**src/sv/mare_pkg.sv**
```systemverilog
// mare_pkg: shared types, opcode codes and widths of the register-file execute core
// no dependencies; imported by mare_decode, mare_exec, the top level and the testbench
`default_nettype none
package mare_pkg;

	localparam int REG_AW    = 5;
	localparam int BANK_DEPTH = 16;
	localparam int BANK_AW   = 4;
	localparam int OP_W      = 5;

	localparam logic [OP_W-1:0] OP_ADD   = 5'd0;
	localparam logic [OP_W-1:0] OP_ADC   = 5'd1;
	localparam logic [OP_W-1:0] OP_AND   = 5'd2;
	localparam logic [OP_W-1:0] OP_EOR   = 5'd3;
	localparam logic [OP_W-1:0] OP_OR    = 5'd4;
	localparam logic [OP_W-1:0] OP_SUB   = 5'd5;
	localparam logic [OP_W-1:0] OP_SBC   = 5'd6;
	localparam logic [OP_W-1:0] OP_ANDI  = 5'd7;
	localparam logic [OP_W-1:0] OP_ORI   = 5'd8;
	localparam logic [OP_W-1:0] OP_SUBI  = 5'd9;
	localparam logic [OP_W-1:0] OP_SBCI  = 5'd10;
	localparam logic [OP_W-1:0] OP_ADIW  = 5'd11;
	localparam logic [OP_W-1:0] OP_SBIW  = 5'd12;
	localparam logic [OP_W-1:0] OP_BSET  = 5'd13;
	localparam logic [OP_W-1:0] OP_BCLR  = 5'd14;
	localparam logic [OP_W-1:0] OP_COM   = 5'd15;
	localparam logic [OP_W-1:0] OP_NEG   = 5'd16;
	localparam logic [OP_W-1:0] OP_SWAP  = 5'd17;
	localparam logic [OP_W-1:0] OP_INC   = 5'd18;
	localparam logic [OP_W-1:0] OP_ASR   = 5'd19;
	localparam logic [OP_W-1:0] OP_LSR   = 5'd20;
	localparam logic [OP_W-1:0] OP_ROR   = 5'd21;
	localparam logic [OP_W-1:0] OP_DEC   = 5'd22;
	localparam logic [OP_W-1:0] OP_SER   = 5'd23;
	localparam logic [OP_W-1:0] OP_MUL   = 5'd24;
	localparam logic [OP_W-1:0] OP_MULS  = 5'd25;
	localparam logic [OP_W-1:0] OP_MULSU = 5'd26;
	localparam logic [OP_W-1:0] OP_BST   = 5'd27;
	localparam logic [OP_W-1:0] OP_BLD   = 5'd28;
	localparam logic [OP_W-1:0] OP_UNK   = 5'd29;

	localparam int SREG_C = 0;
	localparam int SREG_T = 6;

	typedef struct packed {
		logic [OP_W-1:0]   op;
		logic [REG_AW-1:0] ra;
		logic [REG_AW-1:0] rb;
		logic [7:0]        imm;
	} dec_t;

	typedef struct packed {
		logic [REG_AW-1:0] dest;
		logic              lo_wr;
		logic [7:0]        lo_val;
		logic              hi_wr;
		logic [7:0]        hi_val;
		logic [7:0]        status;
		logic              unk;
	} res_t;

	typedef struct packed {
		logic              lo_en;
		logic [REG_AW-1:0] lo_addr;
		logic [7:0]        lo_data;
		logic              hi_en;
		logic [REG_AW-1:0] hi_addr;
		logic [7:0]        hi_data;
	} wr_t;

endpackage
`default_nettype wire

```
**src/sv/mare_ram.sv**
```systemverilog
// mare_ram: generic ram, one write port, two registered read ports
// no dependencies
`default_nettype none
module mare_ram #(
	parameter int WIDTH = 8,
	parameter int DEPTH = 16
) (
	input  wire logic                     clk,
	input  wire logic                     we,
	input  wire logic [$clog2(DEPTH)-1:0] waddr,
	input  wire logic [WIDTH-1:0]         wdata,
	input  wire logic                     re,
	input  wire logic [$clog2(DEPTH)-1:0] raddr_a,
	input  wire logic [$clog2(DEPTH)-1:0] raddr_b,
	output logic      [WIDTH-1:0]         rdata_a,
	output logic      [WIDTH-1:0]         rdata_b
);

	logic [WIDTH-1:0] mem_q [DEPTH];

	always_ff @(posedge clk) begin
		if (we) begin
			mem_q[waddr] <= wdata;
		end
		if (re) begin
			rdata_a <= mem_q[raddr_a];
			rdata_b <= mem_q[raddr_b];
		end
	end

endmodule
`default_nettype wire

```
**src/sv/mare_decode.sv**
```systemverilog
// mare_decode: instruction word decode into opcode, operand registers and immediate
// depends on mare_pkg
`default_nettype none
module mare_decode
	import mare_pkg::*;
(
	input  wire logic [15:0] word,
	output dec_t             dec
);

	logic [REG_AW-1:0] d5;
	logic [REG_AW-1:0] r5;
	logic [REG_AW-1:0] dhi;
	logic [7:0]        k8;

	always_comb begin
		d5  = word[8:4];
		r5  = {word[9], word[3:0]};
		dhi = {1'b1, word[7:4]};
		k8  = {word[11:8], word[3:0]};
		dec.op  = OP_UNK;
		dec.ra  = d5;
		dec.rb  = r5;
		dec.imm = 8'd0;
		if ((word & 16'hFC00) == 16'h0C00) begin
			dec.op = OP_ADD;
		end else if ((word & 16'hFC00) == 16'h1C00) begin
			dec.op = OP_ADC;
		end else if ((word & 16'hFC00) == 16'h2000) begin
			dec.op = OP_AND;
		end else if ((word & 16'hFC00) == 16'h2400) begin
			dec.op = OP_EOR;
		end else if ((word & 16'hFC00) == 16'h2800) begin
			dec.op = OP_OR;
		end else if ((word & 16'hFC00) == 16'h1800) begin
			dec.op = OP_SUB;
		end else if ((word & 16'hFC00) == 16'h0800) begin
			dec.op = OP_SBC;
		end else if (word[15:12] == 4'h7) begin
			dec.op = OP_ANDI; dec.ra = dhi; dec.imm = k8;
		end else if (word[15:12] == 4'h6) begin
			dec.op = OP_ORI; dec.ra = dhi; dec.imm = k8;
		end else if (word[15:12] == 4'h5) begin
			dec.op = OP_SUBI; dec.ra = dhi; dec.imm = k8;
		end else if (word[15:12] == 4'h4) begin
			dec.op = OP_SBCI; dec.ra = dhi; dec.imm = k8;
		end else if ((word & 16'hFE00) == 16'h9600) begin
			dec.op  = word[8] ? OP_SBIW : OP_ADIW;
			dec.ra  = {2'b11, word[5:4], 1'b0};
			dec.rb  = {2'b11, word[5:4], 1'b1};
			dec.imm = {2'b00, word[7:6], word[3:0]};
		end else if ((word & 16'hFF8F) == 16'h9408) begin
			dec.op = OP_BSET; dec.imm = {5'd0, word[6:4]};
		end else if ((word & 16'hFF8F) == 16'h9488) begin
			dec.op = OP_BCLR; dec.imm = {5'd0, word[6:4]};
		end else if ((word & 16'hFE00) == 16'h9400) begin
			case (word[3:0])
				4'h0: dec.op = OP_COM;
				4'h1: dec.op = OP_NEG;
				4'h2: dec.op = OP_SWAP;
				4'h3: dec.op = OP_INC;
				4'h5: dec.op = OP_ASR;
				4'h6: dec.op = OP_LSR;
				4'h7: dec.op = OP_ROR;
				4'hA: dec.op = OP_DEC;
				default: dec.op = OP_UNK;
			endcase
		end else if ((word & 16'hFF0F) == 16'hEF0F) begin
			dec.op = OP_SER; dec.ra = dhi;
		end else if ((word & 16'hFC00) == 16'h9C00) begin
			dec.op = OP_MUL;
		end else if (word[15:8] == 8'h02) begin
			dec.op = OP_MULS; dec.ra = dhi; dec.rb = {1'b1, word[3:0]};
		end else if ((word & 16'hFF88) == 16'h0300) begin
			dec.op = OP_MULSU;
			dec.ra = {2'b10, word[6:4]};
			dec.rb = {2'b10, word[2:0]};
		end else if ((word & 16'hFE08) == 16'hFA00) begin
			dec.op = OP_BST; dec.imm = {5'd0, word[2:0]};
		end else if ((word & 16'hFE08) == 16'hF800) begin
			dec.op = OP_BLD; dec.imm = {5'd0, word[2:0]};
		end
	end

endmodule
`default_nettype wire

```
**src/sv/mare_exec.sv**
```systemverilog
// mare_exec: alu, word add, multiplier and status bit operations of one instruction
// depends on mare_pkg
`default_nettype none
module mare_exec
	import mare_pkg::*;
(
	input  wire dec_t        dec,
	input  wire logic [7:0]  a,
	input  wire logic [7:0]  b,
	input  wire logic [7:0]  status,
	output res_t             res
);

	logic               c;
	logic               t;
	logic [15:0]        word_in;
	logic [15:0]        word_out;
	logic signed [8:0]  ma;
	logic signed [8:0]  mb;
	logic signed [17:0] prod;
	logic [7:0]         bit_mask;

	always_comb begin
		c        = status[SREG_C];
		t        = status[SREG_T];
		word_in  = {b, a};
		word_out = (dec.op == OP_SBIW) ? word_in - {10'd0, dec.imm[5:0]}
		                               : word_in + {10'd0, dec.imm[5:0]};
		ma       = {(dec.op == OP_MULS || dec.op == OP_MULSU) & a[7], a};
		mb       = {(dec.op == OP_MULS) & b[7], b};
		prod     = ma * mb;
		bit_mask = 8'd1 << dec.imm[2:0];

		res.dest   = dec.ra;
		res.lo_wr  = 1'b0;
		res.lo_val = 8'd0;
		res.hi_wr  = 1'b0;
		res.hi_val = 8'd0;
		res.status = status;
		res.unk    = 1'b0;
		case (dec.op)
			OP_ADD:  begin res.lo_wr = 1'b1; res.lo_val = a + b; end
			OP_ADC:  begin res.lo_wr = 1'b1; res.lo_val = a + b + {7'd0, c}; end
			OP_AND:  begin res.lo_wr = 1'b1; res.lo_val = a & b; end
			OP_EOR:  begin res.lo_wr = 1'b1; res.lo_val = a ^ b; end
			OP_OR:   begin res.lo_wr = 1'b1; res.lo_val = a | b; end
			OP_SUB:  begin res.lo_wr = 1'b1; res.lo_val = a - b; end
			OP_SBC:  begin res.lo_wr = 1'b1; res.lo_val = a - b - {7'd0, c}; end
			OP_ANDI: begin res.lo_wr = 1'b1; res.lo_val = a & dec.imm; end
			OP_ORI:  begin res.lo_wr = 1'b1; res.lo_val = a | dec.imm; end
			OP_SUBI: begin res.lo_wr = 1'b1; res.lo_val = a - dec.imm; end
			OP_SBCI: begin res.lo_wr = 1'b1; res.lo_val = a - dec.imm - {7'd0, c}; end
			OP_ADIW, OP_SBIW: begin
				res.lo_wr  = 1'b1;
				res.hi_wr  = 1'b1;
				res.lo_val = word_out[7:0];
				res.hi_val = word_out[15:8];
			end
			OP_BSET: res.status = status | bit_mask;
			OP_BCLR: res.status = status & ~bit_mask;
			OP_COM:  begin res.lo_wr = 1'b1; res.lo_val = ~a; end
			OP_NEG:  begin res.lo_wr = 1'b1; res.lo_val = 8'd0 - a; end
			OP_SWAP: begin res.lo_wr = 1'b1; res.lo_val = {a[3:0], a[7:4]}; end
			OP_INC:  begin res.lo_wr = 1'b1; res.lo_val = a + 8'd1; end
			OP_DEC:  begin res.lo_wr = 1'b1; res.lo_val = a - 8'd1; end
			OP_ASR: begin
				res.lo_wr = 1'b1; res.lo_val = {a[7], a[7:1]}; res.status[SREG_C] = a[0];
			end
			OP_LSR: begin
				res.lo_wr = 1'b1; res.lo_val = {1'b0, a[7:1]}; res.status[SREG_C] = a[0];
			end
			OP_ROR: begin
				res.lo_wr = 1'b1; res.lo_val = {c, a[7:1]}; res.status[SREG_C] = a[0];
			end
			OP_SER:  begin res.lo_wr = 1'b1; res.lo_val = 8'hFF; end
			OP_MUL, OP_MULS, OP_MULSU: begin
				res.dest   = '0;
				res.lo_wr  = 1'b1;
				res.hi_wr  = 1'b1;
				res.lo_val = prod[7:0];
				res.hi_val = prod[15:8];
			end
			OP_BST:  res.status[SREG_T] = a[dec.imm[2:0]];
			OP_BLD: begin
				res.lo_wr  = 1'b1;
				res.lo_val = (a & ~bit_mask) | (t ? bit_mask : 8'd0);
			end
			default: res.unk = 1'b1;
		endcase
		if (!res.lo_wr) begin
			res.dest   = '0;
			res.lo_val = 8'd0;
		end
	end

endmodule
`default_nettype wire

```
**src/sv/mcu_alu_register_file_execute_core.sv**
```systemverilog
// mcu_alu_register_file_execute_core: top level, banked register file, pipeline and handshakes
// depends on mare_pkg, mare_ram, mare_decode, mare_exec
//
// Executes one 16-bit instruction word per clock against a 32 x 8 register file and an
// 8-bit status register. An accepted beat reads its two operand registers from two
// synchronous RAM banks (even and odd registers, two read ports each) at the accept edge;
// the decoded beat then executes from the stage register and writes back as its result
// moves into the output register, where it waits until taken. A new instruction is taken
// every cycle while the output side keeps up; the previous instruction's write-back is
// forwarded to the operands. Register file contents read as zero after reset (per-register
// valid flags), with no clearing pass.
`default_nettype none
module mcu_alu_register_file_execute_core
	import mare_pkg::*;
(
	input  wire logic        clk,
	input  wire logic        arst_n,
	input  wire logic        s_axis_tvalid,
	output logic             s_axis_tready,
	input  wire logic [15:0] s_axis_tdata,  // instr_word
	output logic             m_axis_tvalid,
	input  wire logic        m_axis_tready,
	// low_dest, low_written, low_value, high_written, high_value, status_now, zero pad
	output logic      [31:0] m_axis_tdata,
	output logic             m_axis_tuser   // unknown_op
);

	dec_t                dec_in;
	dec_t                dec_s1;
	logic                valid_s1;
	logic                in_accept;
	logic                s1_fire;
	logic [7:0]          even_a, even_b, odd_a, odd_b;
	logic [7:0]          opnd_a, opnd_b;
	logic [31:0]         rf_valid_q;
	logic [7:0]          status_q;
	wr_t                 wr;
	wr_t                 fwd_q;
	res_t                res;
	res_t                out_q;
	logic                out_valid_q;
	logic                even_we, odd_we;
	logic [BANK_AW-1:0]  even_waddr, odd_waddr;
	logic [7:0]          even_wdata, odd_wdata;

	function automatic logic [7:0] operand(input logic [REG_AW-1:0] idx,
		input logic [7:0] ev, input logic [7:0] od, input logic [31:0] vld, input wr_t f);
		logic [7:0] v;
		v = idx[0] ? od : ev;
		if (!vld[idx]) begin
			v = 8'd0;
		end
		if (f.lo_en && f.lo_addr == idx) begin
			v = f.lo_data;
		end else if (f.hi_en && f.hi_addr == idx) begin
			v = f.hi_data;
		end
		return v;
	endfunction

	mare_decode u_decode (
		.word(s_axis_tdata),
		.dec (dec_in)
	);

	assign in_accept     = s_axis_tvalid && s_axis_tready;
	assign s1_fire       = valid_s1 && (!out_valid_q || m_axis_tready);
	assign s_axis_tready = !valid_s1 || s1_fire;

	mare_ram #(.WIDTH(8), .DEPTH(BANK_DEPTH)) u_bank_even (
		.clk    (clk),
		.we     (even_we),
		.waddr  (even_waddr),
		.wdata  (even_wdata),
		.re     (in_accept),
		.raddr_a(dec_in.ra[REG_AW-1:1]),
		.raddr_b(dec_in.rb[REG_AW-1:1]),
		.rdata_a(even_a),
		.rdata_b(even_b)
	);

	mare_ram #(.WIDTH(8), .DEPTH(BANK_DEPTH)) u_bank_odd (
		.clk    (clk),
		.we     (odd_we),
		.waddr  (odd_waddr),
		.wdata  (odd_wdata),
		.re     (in_accept),
		.raddr_a(dec_in.ra[REG_AW-1:1]),
		.raddr_b(dec_in.rb[REG_AW-1:1]),
		.rdata_a(odd_a),
		.rdata_b(odd_b)
	);

	assign opnd_a = operand(dec_s1.ra, even_a, odd_a, rf_valid_q, fwd_q);
	assign opnd_b = operand(dec_s1.rb, even_b, odd_b, rf_valid_q, fwd_q);

	mare_exec u_exec (
		.dec   (dec_s1),
		.a     (opnd_a),
		.b     (opnd_b),
		.status(status_q),
		.res   (res)
	);

	// write-back of the executing beat, split over the two banks
	always_comb begin
		wr.lo_en   = s1_fire && res.lo_wr;
		wr.lo_addr = res.dest;
		wr.lo_data = res.lo_val;
		wr.hi_en   = s1_fire && res.hi_wr;
		wr.hi_addr = res.dest + 5'd1;
		wr.hi_data = res.hi_val;

		even_we    = (wr.lo_en && !wr.lo_addr[0]) || (wr.hi_en && !wr.hi_addr[0]);
		even_waddr = (wr.lo_en && !wr.lo_addr[0]) ? wr.lo_addr[REG_AW-1:1]
		                                          : wr.hi_addr[REG_AW-1:1];
		even_wdata = (wr.lo_en && !wr.lo_addr[0]) ? wr.lo_data : wr.hi_data;
		odd_we     = (wr.lo_en && wr.lo_addr[0]) || (wr.hi_en && wr.hi_addr[0]);
		odd_waddr  = (wr.lo_en && wr.lo_addr[0]) ? wr.lo_addr[REG_AW-1:1]
		                                         : wr.hi_addr[REG_AW-1:1];
		odd_wdata  = (wr.lo_en && wr.lo_addr[0]) ? wr.lo_data : wr.hi_data;
	end

	always_ff @(posedge clk or negedge arst_n) begin
		if (!arst_n) begin
			valid_s1    <= 1'b0;
			out_valid_q <= 1'b0;
			status_q    <= 8'd0;
			rf_valid_q  <= '0;
			fwd_q       <= '0;
		end else begin
			if (in_accept) begin
				valid_s1 <= 1'b1;
				fwd_q    <= wr;
			end else if (s1_fire) begin
				valid_s1 <= 1'b0;
			end
			if (s1_fire) begin
				out_valid_q <= 1'b1;
				status_q    <= res.status;
			end else if (m_axis_tready) begin
				out_valid_q <= 1'b0;
			end
			if (wr.lo_en) begin
				rf_valid_q[wr.lo_addr] <= 1'b1;
			end
			if (wr.hi_en) begin
				rf_valid_q[wr.hi_addr] <= 1'b1;
			end
		end
	end

	always_ff @(posedge clk) begin
		if (in_accept) begin
			dec_s1 <= dec_in;
		end
		if (s1_fire) begin
			out_q <= res;
		end
	end

	assign m_axis_tvalid = out_valid_q;
	assign m_axis_tdata  = {1'b0, out_q.status, out_q.hi_val, out_q.hi_wr,
	                        out_q.lo_val, out_q.lo_wr, out_q.dest};
	assign m_axis_tuser  = out_q.unk;

endmodule
`default_nettype wire

```
**config.mk**
```make
export PLATFORM = sky130hd
export DESIGN_NAME = mcu_alu_register_file_execute_core
export DESIGN_NICKNAME = d
export VERILOG_FILES = /design/src/sv/mare_pkg.sv /design/src/sv/mare_ram.sv /design/src/sv/mare_decode.sv /design/src/sv/mare_exec.sv /design/src/sv/mcu_alu_register_file_execute_core.sv
export SDC_FILE = /design/constraint.sdc
export NUM_CORES = 1
export LEC_CHECK = 0
export BUFFER_PORTS_ARGS = -buffer_cell sky130_fd_sc_hd__buf_2
export CAP_MARGIN = 20
export CORE_MARGIN = 2
export CORE_UTILIZATION = 35
export CTS_CLUSTER_SIZE = 12
export DETAILED_ROUTE_END_ITERATION = 10
export GPL_ROUTABILITY_DRIVEN = 0
export PLACE_DENSITY = 0.53
export SYNTH_ARGS = -nofsm -noshare
export SYNTH_HDL_FRONTEND = slang
export SYNTH_SLANG_ARGS = --single-unit
```
**constraint.sdc**
```tcl
create_clock -name clk -period 9 [get_ports clk]
set_clock_uncertainty 0.05 [all_clocks]
set_input_delay 1.35 -clock clk [delete_from_list [all_inputs] [get_ports clk]]
set_output_delay 1.35 -clock clk [all_outputs]
set_load 0.03 [all_outputs]
```
Yosys cells after proc, flatten, opt, wreduce, memory -nomap -nowiden
Memory sizes are Yosys's and may differ from the RTL's. A register that Yosys moved wholly into a read port is not among the register bits. Cells that the tools add are included.

$add $sub $neg: 12. Multipliers: 1. $lt $le $gt $ge: 7. Eq/ne operators: 53. Shifts and indexed selects: 1. Muxes and demuxes: 131. Bitwise gates (word level): 15. Reduce and logical (&&, ||, !) cells: 35.

Operators with widths (number): $mux W18 (20); $mux W15 (18); $pmux W9 S23 (1); $mux W8 (22); $mux W10 (15); $eq A5 B5 Y1 const B (13); $mux W32 (2); $or A32 B32 Y32 (2); $mux W5 (11); $eq A5 B4 Y1 const B (8); $and A8 B8 Y8 (4); $or A8 B8 Y8 (4); $reduce_or A29 Y1 (1); $mux W9 (3); $eq A13 B13 Y1 const B (2); $lt A5 B6 Y1 const B (4); $mux W23 (1); $eq A5 B3 Y1 const B (4); $eq A5 B5 Y1 (4); $eq A6 B4 Y1 const B (3); $mux W3 (6); $pmux W9 S2 (1); $add A16 B6 Y16 (1); $eq A4 B3 Y1 const B (4); other kinds (48) (101).

Flip-flop bits (word level): 125. RAM bits: 256. Memory bits (read-only): 80. Output and inout port bits: 35. Word-level logic and storage cells: 283. Memories kept: 3.

Memories: u_bank_even.mem_q (depth 16, width 8, read ports 2, clocked after Yosys merged registers in 2, wr ports 1, RTL line mare_ram.sv:19) `logic [WIDTH-1:0] mem_q [DEPTH];`; u_bank_odd.mem_q (depth 16, width 8, read ports 2, clocked after Yosys merged registers in 2, wr ports 1, RTL line mare_ram.sv:19); (name not given) (depth 16, width 5, read ports 1, clocked after Yosys merged registers in 0, wr ports 0, RTL line mare_decode.sv:57) `case (word[3:0])`.

Longest topological paths before layout
Word-level depth: 61. Gate-level depth with buffers: 34. Depth with buffers taken out: 31.

Modules after synthesis
Synthesis repeated with hierarchy kept, for this count alone.

Cells, all modules: 2204. Area total of the unflattened synthesis: 26875.8 um^2.

Modules (own cells, without submodules): mare_ram (instances 2, cells each 307, area an instance 6505.0 um^2, sequential area each 4324.1 um^2); mare_exec (instances 1, cells each 929, area an instance 6884.1 um^2, sequential area each 0.0 um^2); mcu_alu_register_file_execute_core (instances 1, cells each 537, area an instance 6182.2 um^2, sequential area each 3403.3 um^2); mare_decode (instances 1, cells each 124, area an instance 799.5 um^2, sequential area each 0.0 um^2).

Worst setup path after synthesis
Ideal clock, no wire load.

Path type: register -> register. From: register dec_s1[14] (netlist bit). To: memory u_bank_odd.mem_q[0][7] (data pin). Library setup time: 296 ps. Arrival time: 7237 ps. Data required time: 8654 ps. Setup slack: 1417 ps. Cell stages (with the launch flop): 32. Cell sequence: edfxtp_1 buf_4 buf_12 mux2i_1 mux4_2 nand3_1 and3_4 nand2_4 o21ai_1 clkbuf_1 ha_1 inv_1 fa_1 fa_1 inv_1 fa_1 fa_1 inv_1 fa_1 inv_1 ha_1 inv_1 nor2_1 nor2_1 o21bai_1 a21oi_1 o21ai_0 a21o_1 a21oi_1 xnor2_1 a22oi_2 mux2i_1.

Word-level cells in the longest chain between the ends: 10. Elaborated cells between the ends (all ways): 35. Those cells by class: add/sub: 11; mul: 1; eq/ne: 2; mux: 10; bitwise: 9; reduce/logical: 2.

RTL lines: start: declaration (RTL line mcu_alu_register_file_execute_core.sv:29) `dec_t dec_s1;`; start signal: assignment (RTL line mcu_alu_register_file_execute_core.sv:155) `dec_s1 <= dec_in;`; $bmux W1 S5 (RTL line mcu_alu_register_file_execute_core.sv:50) `if (!vld[idx]) begin`; $mux W1 (implied by the code) (RTL line mcu_alu_register_file_execute_core.sv:50); $mux W8 (RTL line mcu_alu_register_file_execute_core.sv:50); $mux W8 (RTL line mcu_alu_register_file_execute_core.sv:55) `end else if (f.hi_en && f.hi_addr == idx) begin`; $mux W8 * (RTL line mcu_alu_register_file_execute_core.sv:53) `if (f.lo_en && f.lo_addr == idx) begin`; branches (longest 4 deep; another with $mul A9 B9 Y16); $mux W8 * (RTL line mcu_alu_register_file_execute_core.sv:121) `odd_wdata = (wr.lo_en && wr.lo_addr[0]) ? wr.lo_data : wr.hi_data;`; named net odd_wdata[7] (RTL line mcu_alu_register_file_execute_core.sv:44) `logic [7:0] even_wdata, odd_wdata;`; end: declaration (RTL line mare_ram.sv:19).

Mark *: on every way through the listed nets, which the timed path passes. The select of a mux whose other input is x is not followed.

Worst setup path in the final report
From: register dec_s1[9] (netlist bit). To: memory u_bank_odd.mem_q[8][7] (data pin).

Word-level cells in the longest chain between the ends: 10. Elaborated cells between the ends (all ways): 25. Those cells by class: add/sub: 6; mul: 1; eq/ne: 2; mux: 10; bitwise: 4; reduce/logical: 2.

RTL lines (RTL line): $bmux W1 S5 (mcu_alu_register_file_execute_core.sv:50); $mux W1 (implied by the code) (mcu_alu_register_file_execute_core.sv:50); $mux W8 (mcu_alu_register_file_execute_core.sv:50); $mux W8 (mcu_alu_register_file_execute_core.sv:55); $mux W8 * (mcu_alu_register_file_execute_core.sv:53); branches (longest 4 deep; another with $mul A9 B9 Y16); $mux W8 * (mcu_alu_register_file_execute_core.sv:121); named net odd_wdata[7] (mcu_alu_register_file_execute_core.sv:44).

Marked as above.

==> qor.csv <==
stage,metric,value,unit
outcome,status,finished clean,
clocking,htreeDepth,2,
yosys,synth-xor-area-share,0.0309,
floorplan,coreArea,77100,um^2
clocking,postCtsSetupBuffers,0,
global_route,grt-ovfl-total,0,
yosys,synth_compound_area_frac,0.134,
global_route,grt_pass1_wl,138000,um
cells_and_area,final.fill_count,7516,
yosys,ys_async_sr_fraction,0.169,
timing,fin_crit_sh,0.911,
critical_path,crit_arrival,8.42,ns
timing,setup_violations,0,
critical_path,max_stage_delay,0.55,ns
cells_and_area,layout_commonest_cell,nand2_1,
power,power.density,206,nW/um^2
yosys,synthSimpleGateAreaFrac,0.176,
yosys,ys_ff_latch,413,
hold_path,hold_start,status_q[2],
routing,antenna_left,0,
global_route,grt_pass1_vias,22200,
yosys,yosysWarnings,0,
place,dp_hpwl,63600,um
place,post-place-ws,0.567,ns
clocking,insertion_delay,0.60,ns
yosys,synth_mux_area_frac,0.0746,
critical_path,cp-end-kind,register,
routing,vias,22500,
floorplan,die_h,282,um
yosys,synth_fp_nets,2927,
timing,tightest_slew,1.29,ns
critical_path,crit_fanout,18,
cells_and_area,multi_input_area,13900,um^2
floorplan,die_area,79600,um^2
routing,routed_wl,92900,um
global_route,grt_max_degree,130,
routing,drt_first_pass_iters,8,
timing,min_period,8.20,ns
power,vdd_drop_max,127,uV
hold_path,worstHoldPathType,reg2reg,
yosys,ys_types,86,
job,drv_cap,0,
yosys,ys_seq_area_frac,0.445,
yosys,synth_edf_count,343,
clocking,clk_pin_slew_worst_paths,0.06,ns
timing,rsz0062_at_grt,no,
power,p_seq_frac,0.387,
floorplan,rows,102,
power,leakage,12.5,nW
yosys,synth_top_family_by_area,simple AND/OR/NAND/NOR gates,
cells_and_area,fin_util,0.395,
timing,max_slew_margin,0.136,
critical_path,critPathRequiredTime,9.22,ns
clocking,clk_path_buf_depth,3,
global_route,antenna_found_initial,0,
power,p_sw_frac,0.345,
cells_and_area,drive_above_1_share,0.108,
clocking,cts.sinks,413,
yosys,synth_area,27100,um^2
yosys,synthAdderAreaFrac,0.0946,
clocking,post_cts_resized,0,
power,p_int,0.00412,W
clocking,cts_buffers,48,
timing,finalHoldViolCount,0,
timing,setup_ws,0.801,ns
cells_and_area,final_cell_mix,"nand2_1, edfxtp_1, nor2_1",
critical_path,crit_path_start_kind,register,
cells_and_area,regArea,12100,um^2
routing,wl_per_cell,24.1,um
critical_path,r2r-start,dec_s1[9],
cells_and_area,area_growth,12.4,%
timing,slew_viol_final,0,
floorplan,die_x,282,um
critical_path,critPathLaunch,dec_s1[9],
critical_path,critical_path_class,reg2reg,
global_route,track_usage,0.231,
place,io_buffers,53,
floorplan,start_util,0.351,
routing,drt_iter0_markers,2557,
clocking,cts_tree,yes,
cells_and_area,final_net_count,2966,
power,pwr-share-comb,0.296,
yosys,synth_cells,2743,
routing,viasPerCell,5.83,
floorplan,io_pins,55,
clocking,cts-root-buf,clkbuf_16,
timing,max_freq,122,MHz
yosys,syn_avg_cell_area,9.88,um^2
timing,setup_tns,0,ns
clocking,cts_hold_buffers,0,
yosys,synth_flop_cell,edfxtp_1,
power,power.share.clock,0.316,
power,p_sw,0.00217,W
routing,route.detailed.drc,0,
critical_path,crit_slowest_cell,fa_1,
[through the flow]
stage                     cells  total power, W  area (um^2)  hold WS [ns]
after floorplan            2743         0.00364        27100         0.396
after global placement     3761         0.00427        28700         0.408
after detailed placement   3767         0.00429        28800         0.413
after CTS                  3854         0.00629        30400         0.429
after global routing       3859         0.00656        30400         0.468
final                      3860         0.00629        30500         0.425
[final cells by class]
type | instances | area share
antenna | 1 | 0.0000822
inverter | 145 | 0.0180
multi-input combinational | 2019 | 0.455
sequential | 413 | 0.396
clock buffer | 58 | 0.0417
timing repair buffer | 155 | 0.0362
tap | 1040 | 0.0427
clock inverter | 29 | 0.0103
[cell usage after synthesis, types with 9 or more instances]
cell / instances / share of area
ha_1: 96 / 0.044
or3_1: 13 / 0.0030
mux2_2: 20 / 0.0083
o21ai_0: 55 / 0.010
nor2_1: 162 / 0.022
nor3_1: 37 / 0.0068
nand2_1: 566 / 0.078
a221oi_1: 15 / 0.0049
dfrtp_1: 70 / 0.065
clkbuf_1: 115 / 0.016
o21ai_1: 9 / 0.0017
o22ai_1: 22 / 0.0051
and3_1: 82 / 0.019
nor2b_1: 20 / 0.0046
fa_1: 68 / 0.050
nand3_1: 102 / 0.019
and2_1: 18 / 0.0042
a21o_1: 23 / 0.0064
xnor2_1: 54 / 0.017
inv_1: 138 / 0.019
a311oi_1: 66 / 0.021
a22oi_1: 16 / 0.0044
o211ai_1: 12 / 0.0033
buf_2: 16 / 0.0030
mux4_2: 22 / 0.018
a211oi_1: 19 / 0.0053
edfxtp_1: 343 / 0.38
xor2_1: 39 / 0.013
a221o_1: 34 / 0.013
nor4_1: 12 / 0.0028
a21oi_1: 127 / 0.023
buf_1: 28 / 0.0039
mux2i_1: 130 / 0.048
a31oi_1: 45 / 0.010
nand2b_1: 20 / 0.0046
[sequential cells by signal, summed over array words and instances, names as in the netlist]
| name | cells |
|---|---|
| dec_s1 | 23 |
| m_axis_tvalid | 1 |
| m_axis_tdata | 31 |
| u_bank_even.mem_q | 128 |
| u_bank_odd.rdata_b | 8 |
| u_bank_odd.mem_q | 128 |
| u_bank_odd.rdata_a | 8 |
| u_bank_even.rdata_a | 8 |
| rf_valid_q | 32 |
| u_bank_even.rdata_b | 8 |
| status_q | 8 |
| fwd_q | 28 |
| valid_s1 | 1 |
| m_axis_tuser | 1 |
[cell families after synthesis]
| logic type | after synthesis |
|---|---|
| AOI/OAI and AO/OA | 516 |
| xor gates and xnor gates | 94 |
| adders and majority gates | 164 |
| buffers and inverters | 311 |
| DFF | 413 |
| muxes | 172 |
| other | 1 |
| and+or+nand+nor | 1072 |
[path summary, 6_finish.rpt]
kind / to / slack (ns) / cells after the start
max: u_bank_odd.mem_q[8][7] / 0.80 / 31
min: status_q[2] / 0.43 / 2
max reg2reg: u_bank_odd.mem_q[8][7] / 0.80 / 31
min reg2reg: status_q[2] / 0.43 / 2
max in group asynchronous: fwd_q[15] / 7.38 / 1
min in group asynchronous: m_axis_tvalid / 0.85 / 1
[critical path, delay by kind of cell (launching register included)]
family | cells | cell delay (ns)
xor+xnor | 1 | 0.18
compound gates | 9 | 2.08
flops | 1 | 0.35
mux | 3 | 0.91
simple gates | 4 | 0.52
buf+inv | 7 | 0.80
fa+ha+maj | 7 | 2.96
[power by group through the flow]
| stage | combinational (W) | sequential (W) | clock, W |
|---|---|---|---|
| detailed placement | 0.00183 | 0.00246 | 0 |
| global placement | 0.00180 | 0.00247 | 0 |
| floorplan | 0.00120 | 0.00244 | 0 |
| CTS | 0.00183 | 0.00243 | 0.00202 |
| finish | 0.00186 | 0.00244 | 0.00199 |
| global route | 0.00201 | 0.00245 | 0.00210 |
[per-layer routing]
metal  up-vias  GRT usage  routed length [um]
met3       249     0.0343                7680
met5         -          0                   0
met2      1207      0.379               43300
met4         0     0.0918                3770
met1     11100      0.306               38100
li1       9984          -                   -
Power figures use the tool's default switching activity.
